## src/hw/rtl/slt_pkg.sv

```systemverilog
// shared types, codes and widths for the sorted list table
package slt_pkg;

  localparam int VAL_W        = 32;
  localparam int ACT_W        = 2;
  localparam int ST_W         = 3;
  localparam int POS_W        = 5;
  localparam int IN_TDATA_W   = 32;
  localparam int OUT_TDATA_W  = 40;
  localparam int CAPACITY_DEF = 16;

  // action codes
  localparam logic [ACT_W-1:0] ACT_INSERT = 2'd0;
  localparam logic [ACT_W-1:0] ACT_SEARCH = 2'd1;
  localparam logic [ACT_W-1:0] ACT_DELETE = 2'd2;
  localparam logic [ACT_W-1:0] ACT_LIST   = 2'd3;

  // result status codes
  localparam logic [ST_W-1:0] ST_INSERTED    = 3'd0;
  localparam logic [ST_W-1:0] ST_FULL        = 3'd1;
  localparam logic [ST_W-1:0] ST_FOUND       = 3'd2;
  localparam logic [ST_W-1:0] ST_NOT_FOUND   = 3'd3;
  localparam logic [ST_W-1:0] ST_DELETED     = 3'd4;
  localparam logic [ST_W-1:0] ST_DEL_MISSING = 3'd5;
  localparam logic [ST_W-1:0] ST_LIST        = 3'd6;

  // controller to datapath commands
  typedef struct packed {
    logic cap_en;      // capture the input transaction
    logic flag_en;     // register per-cell compare flags
    logic exec_en;     // apply insert/search/delete and load the result
    logic list_start;  // clear the list index
    logic list_en;     // emit one list entry and rotate the cells
  } slt_cmd_t;

  // datapath to controller status
  typedef struct packed {
    logic [ACT_W-1:0] act;
    logic             count_zero;
    logic             out_free;
    logic             list_last;
  } slt_stat_t;

endpackage

```

## src/hw/rtl/slt_ctrl.sv

```systemverilog
// controller state machine for the sorted list table
module slt_ctrl (
  input  logic              clk,
  input  logic              rst_n,
  input  logic              in_valid,
  input  slt_pkg::slt_stat_t stat,
  output logic              in_ready,
  output slt_pkg::slt_cmd_t  cmd
);
  import slt_pkg::*;

  localparam logic [1:0] S_IDLE = 2'd0;
  localparam logic [1:0] S_CMP  = 2'd1;
  localparam logic [1:0] S_EXEC = 2'd2;
  localparam logic [1:0] S_LIST = 2'd3;

  logic [1:0] state_r, state_nxt;

  assign in_ready = (state_r == S_IDLE);

  // next state and command decode
  always_comb begin
    state_nxt = state_r;
    cmd       = '0;
    unique case (state_r)
      S_IDLE: begin
        if (in_valid) begin
          cmd.cap_en = 1'b1;
          state_nxt  = S_CMP;
        end
      end
      S_CMP: begin
        cmd.flag_en = 1'b1;
        state_nxt   = S_EXEC;
      end
      S_EXEC: begin
        if (stat.act == ACT_LIST) begin
          cmd.list_start = 1'b1;
          state_nxt      = stat.count_zero ? S_IDLE : S_LIST;
        end else if (stat.out_free) begin
          cmd.exec_en = 1'b1;
          state_nxt   = S_IDLE;
        end
      end
      S_LIST: begin
        if (stat.out_free) begin
          cmd.list_en = 1'b1;
          if (stat.list_last) state_nxt = S_IDLE;
        end
      end
      default: state_nxt = S_IDLE;
    endcase
  end

  // state register
  always_ff @(posedge clk) begin
    if (!rst_n) begin
      state_r <= S_IDLE;
    end else begin
      state_r <= state_nxt;
    end
  end

endmodule

```

## src/hw/rtl/slt_datapath.sv

```systemverilog
// cell array, compare flags, entry count and result register
module slt_datapath #(
  parameter int CAPACITY = slt_pkg::CAPACITY_DEF
) (
  input  logic                                clk,
  input  logic                                rst_n,
  input  slt_pkg::slt_cmd_t                   cmd,
  output slt_pkg::slt_stat_t                  stat,
  input  logic        [slt_pkg::ACT_W-1:0]    in_action,
  input  logic signed [slt_pkg::VAL_W-1:0]    in_value,
  input  logic                                out_tready,
  output logic                                out_valid,
  output logic        [slt_pkg::ST_W-1:0]     out_status,
  output logic        [slt_pkg::POS_W-1:0]    out_position,
  output logic signed [slt_pkg::VAL_W-1:0]    out_value,
  output logic                                out_last
);
  import slt_pkg::*;

  localparam int CNT_W = $clog2(CAPACITY + 1);

  logic        [ACT_W-1:0]  act_r;
  logic signed [VAL_W-1:0]  val_r;
  logic signed [VAL_W-1:0]  cells_r   [CAPACITY];
  logic signed [VAL_W-1:0]  cells_nxt [CAPACITY];
  logic [CAPACITY-1:0]      lt_r, le_r, eq_r;
  logic [CAPACITY-1:0]      lt_nxt, le_nxt, eq_nxt;
  logic [CNT_W-1:0]         cnt_r, cnt_nxt;
  logic [CNT_W-1:0]         list_idx_r;
  logic [CNT_W-1:0]         last_idx;
  logic [CNT_W-1:0]         cnt_le;
  logic [CNT_W-1:0]         list_pos;
  logic [CAPACITY:0]        le_ext;
  logic [CAPACITY-1:0]      le_edge;
  logic [CNT_W+POS_W-1:0]   pos_ext;
  logic [CNT_W+POS_W-1:0]   list_pos_ext;
  logic                     full, hit;
  logic                     do_ins, do_del;

  logic                     out_valid_r;
  logic [ST_W-1:0]          out_status_r;
  logic [POS_W-1:0]         out_position_r;
  logic signed [VAL_W-1:0]  out_value_r;
  logic                     out_last_r;

  assign full     = (cnt_r == CNT_W'(CAPACITY));
  assign hit      = |eq_r;
  assign do_ins   = cmd.exec_en && (act_r == ACT_INSERT) && !full;
  assign do_del   = cmd.exec_en && (act_r == ACT_DELETE) && hit;
  assign last_idx = cnt_r - 1'b1;
  assign list_pos = list_idx_r + 1'b1;

  // per-cell compares against the captured value
  always_comb begin
    for (int i = 0; i < CAPACITY; i++) begin
      lt_nxt[i] = (CNT_W'(i) < cnt_r) && (cells_r[i] <  val_r);
      le_nxt[i] = (CNT_W'(i) < cnt_r) && (cells_r[i] <= val_r);
      eq_nxt[i] = (CNT_W'(i) < cnt_r) && (cells_r[i] == val_r);
    end
  end

  // count of entries not greater than value: the le flags form a thermometer
  always_comb begin
    le_ext  = {1'b0, le_r};
    cnt_le  = '0;
    for (int i = 0; i < CAPACITY; i++) begin
      le_edge[i] = le_ext[i] & ~le_ext[i+1];
      if (le_edge[i]) cnt_le = cnt_le | CNT_W'(i + 1);
    end
  end

  assign pos_ext      = {{POS_W{1'b0}}, cnt_le};
  assign list_pos_ext = {{POS_W{1'b0}}, list_pos};

  // cell next values: insert shifts right, delete shifts left, list rotates
  for (genvar g = 0; g < CAPACITY; g++) begin : g_cell
    always_comb begin
      cells_nxt[g] = cells_r[g];
      if (do_ins && !lt_r[g]) begin
        if (g == 0) begin
          cells_nxt[g] = val_r;
        end else begin
          cells_nxt[g] = lt_r[(g > 0) ? g - 1 : 0] ? val_r : cells_r[(g > 0) ? g - 1 : 0];
        end
      end else if (do_del && !lt_r[g]) begin
        if (g < CAPACITY - 1) cells_nxt[g] = cells_r[(g < CAPACITY - 1) ? g + 1 : g];
      end else if (cmd.list_en) begin
        if (CNT_W'(g) == last_idx) begin
          cells_nxt[g] = cells_r[0];
        end else if ((CNT_W'(g) < last_idx) && (g < CAPACITY - 1)) begin
          cells_nxt[g] = cells_r[(g < CAPACITY - 1) ? g + 1 : g];
        end
      end
    end
  end

  // entry count update
  always_comb begin
    cnt_nxt = cnt_r;
    if (do_ins) cnt_nxt = cnt_r + 1'b1;
    else if (do_del) cnt_nxt = cnt_r - 1'b1;
  end

  // payload registers
  always_ff @(posedge clk) begin
    if (cmd.cap_en) begin
      act_r <= in_action;
      val_r <= in_value;
    end
    if (cmd.flag_en) begin
      lt_r <= lt_nxt;
      le_r <= le_nxt;
      eq_r <= eq_nxt;
    end
    for (int i = 0; i < CAPACITY; i++) cells_r[i] <= cells_nxt[i];
  end

  // control registers: count and list index
  always_ff @(posedge clk) begin
    if (!rst_n) begin
      cnt_r      <= '0;
      list_idx_r <= '0;
    end else begin
      cnt_r <= cnt_nxt;
      if (cmd.list_start) list_idx_r <= '0;
      else if (cmd.list_en) list_idx_r <= list_pos;
    end
  end

  // result register
  always_ff @(posedge clk) begin
    if (!rst_n) begin
      out_valid_r <= 1'b0;
    end else if (cmd.exec_en || cmd.list_en) begin
      out_valid_r <= 1'b1;
    end else if (out_tready) begin
      out_valid_r <= 1'b0;
    end
  end

  always_ff @(posedge clk) begin
    if (cmd.list_en) begin
      out_status_r   <= ST_LIST;
      out_position_r <= list_pos_ext[POS_W-1:0];
      out_value_r    <= cells_r[0];
      out_last_r     <= stat.list_last;
    end else if (cmd.exec_en) begin
      out_value_r    <= val_r;
      out_last_r     <= 1'b1;
      unique case (act_r)
        ACT_INSERT: begin
          out_status_r   <= full ? ST_FULL : ST_INSERTED;
          out_position_r <= '0;
        end
        ACT_SEARCH: begin
          out_status_r   <= hit ? ST_FOUND : ST_NOT_FOUND;
          out_position_r <= pos_ext[POS_W-1:0];
        end
        ACT_DELETE: begin
          out_status_r   <= hit ? ST_DELETED : ST_DEL_MISSING;
          out_position_r <= '0;
        end
        default: begin
          out_status_r   <= ST_LIST;
          out_position_r <= '0;
        end
      endcase
    end
  end

  assign out_valid    = out_valid_r;
  assign out_status   = out_status_r;
  assign out_position = out_position_r;
  assign out_value    = out_value_r;
  assign out_last     = out_last_r;

  // status to the controller
  assign stat.act        = act_r;
  assign stat.count_zero = (cnt_r == '0);
  assign stat.out_free   = !out_valid_r || out_tready;
  assign stat.list_last  = (list_pos == cnt_r);

`ifndef SYNTHESIS
  a_cnt_bound: assert property (@(posedge clk) disable iff (!rst_n)
    cnt_r <= CNT_W'(CAPACITY))
    else $error("entry count above capacity");

  a_load_free: assert property (@(posedge clk) disable iff (!rst_n)
    (cmd.exec_en || cmd.list_en) |-> (!out_valid_r || out_tready))
    else $error("result loaded over an untaken result");

  a_ins_count: assert property (@(posedge clk) disable iff (!rst_n)
    do_ins |=> (cnt_r == $past(cnt_r) + 1'b1))
    else $error("insert did not grow the count");

  a_list_last: assert property (@(posedge clk) disable iff (!rst_n)
    (cmd.list_en && stat.list_last) |=> (out_valid_r && out_last_r))
    else $error("final list entry not marked last");
`endif

endmodule

```

## src/hw/rtl/sorted_list_table_top.sv

```systemverilog
// top level of the sorted list table: stream ports around controller and datapath
// results: an input is captured in idle, compared, then loaded into the output register in execute once it is free
// insert, search and delete do not overlap (capture, compare, execute): a new input is taken only back in idle
// list of n entries: after compare, one entry per cycle while the output is free, as the cell row rotates
// reset clears the entry count, the controller state and the output valid; cells are undefined
module sorted_list_table_top #(
  parameter int CAPACITY = slt_pkg::CAPACITY_DEF
) (
  input  logic                               clk,
  input  logic                               rst_n,
  input  logic                               in_tvalid,
  output logic                               in_tready,
  input  logic [slt_pkg::IN_TDATA_W-1:0]     in_tdata,   // value[31:0]
  input  logic [slt_pkg::ACT_W-1:0]          in_tuser,   // action[1:0]
  output logic                               out_tvalid,
  input  logic                               out_tready,
  output logic [slt_pkg::OUT_TDATA_W-1:0]    out_tdata,  // position[4:0], entry_value[36:5], zero pad
  output logic [slt_pkg::ST_W-1:0]           out_tuser,  // status[2:0]
  output logic                               out_tlast
);
  import slt_pkg::*;

  slt_cmd_t           cmd;
  slt_stat_t          stat;
  logic               ctrl_ready;
  logic [POS_W-1:0]   position;
  logic signed [VAL_W-1:0] entry_value;

  assign in_tready = ctrl_ready;

  // idle state only advances on an accepted input transaction
  slt_ctrl u_ctrl (
    .clk      (clk),
    .rst_n    (rst_n),
    .in_valid (in_tvalid),
    .stat     (stat),
    .in_ready (ctrl_ready),
    .cmd      (cmd)
  );

  slt_datapath #(.CAPACITY(CAPACITY)) u_dp (
    .clk          (clk),
    .rst_n        (rst_n),
    .cmd          (cmd),
    .stat         (stat),
    .in_action    (in_tuser),
    .in_value     (in_tdata[VAL_W-1:0]),
    .out_tready   (out_tready),
    .out_valid    (out_tvalid),
    .out_status   (out_tuser),
    .out_position (position),
    .out_value    (entry_value),
    .out_last     (out_tlast)
  );

  // pack the result transaction
  assign out_tdata = {{(OUT_TDATA_W - VAL_W - POS_W){1'b0}}, entry_value, position};

endmodule

```

## config.mk

```make
export PLATFORM = sky130hd
export DESIGN_NAME = sorted_list_table_top
export DESIGN_NICKNAME = d
export VERILOG_FILES = /design/src/hw/rtl/slt_pkg.sv /design/src/hw/rtl/slt_ctrl.sv /design/src/hw/rtl/slt_datapath.sv /design/src/hw/rtl/sorted_list_table_top.sv
export SDC_FILE = /design/constraint.sdc
export NUM_CORES = 2
export LEC_CHECK = 0
export BUFFER_PORTS_ARGS = -buffer_cell sky130_fd_sc_hd__buf_2
export CORE_ASPECT_RATIO = 0.6
export CORE_MARGIN = 3
export CORE_UTILIZATION = 65
export CTS_CLUSTER_DIAMETER = 100
export DETAILED_ROUTE_END_ITERATION = 16
export PLACE_DENSITY = 0.93
export SETUP_SLACK_MARGIN = 0.1
export SYNTH_ARGS = -nofsm -noshare
export SYNTH_HDL_FRONTEND = slang
export SYNTH_SLANG_ARGS = --single-unit
```

## constraint.sdc

```tcl
create_clock -name clk -period 5.7 [get_ports clk]
set_input_delay 0.57 -clock clk [delete_from_list [all_inputs] [get_ports clk]]
set_output_delay 0.57 -clock clk [all_outputs]
set_load 0.05 [all_outputs]
```

==> run metrics <==
Hold Crit Class=in -> reg; Horiz. Die Dim=358 um; period utilisation layout=78.2%; failing checks=capacitance limit, slew limit; ys flop type=edfxtp_1; I/O Buffers=80; EDFF count, synth=632; Sink Count=648; std cell rows=76; Max Freq=approximately 0.22 GHz; post-CTS sizing=0; Setup WS pre-CTS=between 1.5 and 2 ns; FF+latch count, synth=648; vias in the first global route=approximately 42k; FF-to-FF setup slack=~1.2 ns; critical path class=reg -> reg; Die H=217 um; Final Skew=0.0327 ns; Worst VDD drop=0.416 mV; clk buf depth=3; average size of a mapped cell=10.1 um2; DRT iter0 DRCs=roughly 8.6k; postcts setup bufs=0; CP Buf/Inv Count=1; core area=72700 um2; drt wl/cell=slightly below 30 um; Remaining DRCs=0; Pwr Density=292 nW/um2; DRT Wirelength=about 160000 um; Least-Margin Pin Slew=around 1.6 ns; Pleak=roughly 0.02 uW; # setup viols final=0; largest cells by area after synthesis=edfxtp_1 39%, ha_1 13%, mux2i_1 9.3%; Comb power frac=27.8%; crit start category=flop; area of the die=around 80000 um2; total gr overflow=0; fill count=4992; fin util=a little over two thirds; Layout area overhead=5.16%; first-pass GRT wire length=approximately 250000 um; Psw=5290 uW; family with the most delay on the worst path=compound AO/OA/AOI/OAI gates; initial core utilization=66.6%; largest net degree at the start of global routing=97; top cell type's share of synthesized area=39.2%; num ports=84; clock network fraction of total power=29.4%; commonest cells in the netlist=829 x nand3_1, 632 x edfxtp_1, 519 x ha_1; Syn Inst Count=4789; Synth cell types=78; final period demand of the worst path=4.46 ns; Post-DP HPWL=116000 um; layout cells sized above 1=9.33%; synthesized area=48400 um2; GPL Wtd Cong=around 1; cell internal pwr=9570 uW; async set-or-reset flop fraction in the synthesized netlist=0%; Pins Over Slew Limit=2; Reg clk slew, reported paths=about 0.070 ns; Switching Fraction=35.6%; drt pass-1 iters=8; crit path max fanout=32; RSZ-0062 raised after global routing=no; maximum level of the CTS H-tree=2; worst path required time=6.22 ns; CTS buffer count=61; Crit-path slowest cell=o211a_1; Clk Tree Root Cell=clkbuf_16; clk_lat worst skew=0.70 ns; crit-path cells=inv_1, ha_1, a211o_1, a21oi_4, o211a_1, nand3_1, o211ai_1; All-Layer GR Usage=between 40 and 50%; number of vias per cell=around 8; Critical Path AT=4.97 ns; Post-DRT Antenna Nets=0; relative slew slack=-6.56%; post-synth top area cell=edfxtp_1; Hold Vio Cnt, Final=0; Synthesis Warnings=0; sequential share of power=42.8%; post-route setup slack=about 1.2 ns; final setup TNS=0 ns; vias after detailed routing=44.0k; TritonCTS clock tree=done; max cap viols=1; CP endpoint kind=flop; antenna violations before repair=9; worst hold margin=0.0353 ns; hold_buf cts=0; status=finished with violations; Final nets=5137; sequential element share of the synthesized area=39.9%; most common cell in the netlist=nand3_1; Largest stage delay, worst path=1.17 ns
## power groups by stage
stage / clock (uW) / sequential (uW) / combinational [uW]
floorplan: 0 / 6270 / 2710
global placement: 0 / 6390 / 3660
detailed placement: 0 / 6400 / 3860
CTS: 4320 / 6300 / 3900
global route: 4500 / 6360 / 4360
finish: 4370 / 6350 / 4130
## through the flow
stage	instance area (um2)	std cells	total power, uW
2_1_floorplan	48400	4791	8980
3_3_place_gp	48900	5491	10000
3_5_place_dp	48900	5491	10300
4_1_cts	50900	5604	14500
5_1_grt	50900	5605	15200
6_report	50900	5608	14900
## final timing paths
path / start / to / cells past startpoint
worst max register to register: u_dp.cnt_r[1]$_SDFFE_PN0P_ / u_dp.cells_r[2][116]$_DFFE_PP_ / 7
worst min register to register: u_dp.out_status[0]$_SDFFE_PP0N_ / u_dp.out_status[0]$_SDFFE_PP0N_ / 2
worst min-delay path: in_tdata[7] / u_dp.val_r[7]$_DFFE_PP_ / 1
worst max-delay path: u_dp.cnt_r[1]$_SDFFE_PN0P_ / u_dp.cells_r[2][116]$_DFFE_PP_ / 7
## final cells by class
class	instances	area, um2	share of cell area, %
Sequential cell	648	19300	37.9
Multi-Input combinational cell	3569	26800	52.5
Inverter	115	432	0.848
Clock inverter	34	309	0.607
Antenna cell	3	7.51	0.0147
Clock buffer	79	1710	3.35
Tap cell	975	1220	2.40
Timing Repair Buffer	185	1190	2.33
## cell usage in the layout (no fill, tap or decap), types with 112 or more instances in the layout
cell type	count
ha_1	519
mux2i_1	449
nand3_1	829
a21oi_1	304
nand4_1	112
nand2_1	185
inv_1	114
o21ai_0	131
edfxtp_1	632
o211ai_1	380
## cells by family (layout without fill, tap and decap cells)
group	Yosys count	in the layout	synth area share, %
xor+xnor	17	17	0.308
compound gates	1099	1099	15.5
flops	648	648	39.9
fa+ha+maj	519	519	13.4
buf+inv	574	413	5.44
mux	480	480	10.0
simple gates	1451	1451	15.5
other cells	1	6	0.00775
## registers in the layout, summed over array words and instances (netlist names)
signal,flops
u_dp.cells_r,512
u_dp.out_value,32
u_dp.val_r,32
u_dp.eq_r,16
u_dp.le_r,16
u_dp.lt_r,16
u_dp.cnt_r,5
u_dp.list_idx_r,5
u_dp.out_position,5
u_dp.out_status,3
u_ctrl.state_r,2
u_dp.act_r,2
u_dp.out_last,1
u_dp.out_valid,1
## routing by layer
metal / share of wire [%] / GRT usage [%]
met2: 40 / 56.6
met5: 0.052 / 0
met4: 4.3 / 14.6
met3: 20 / 19.3
met1: 36 / 55.5
Power figures use the tool's default switching activity.
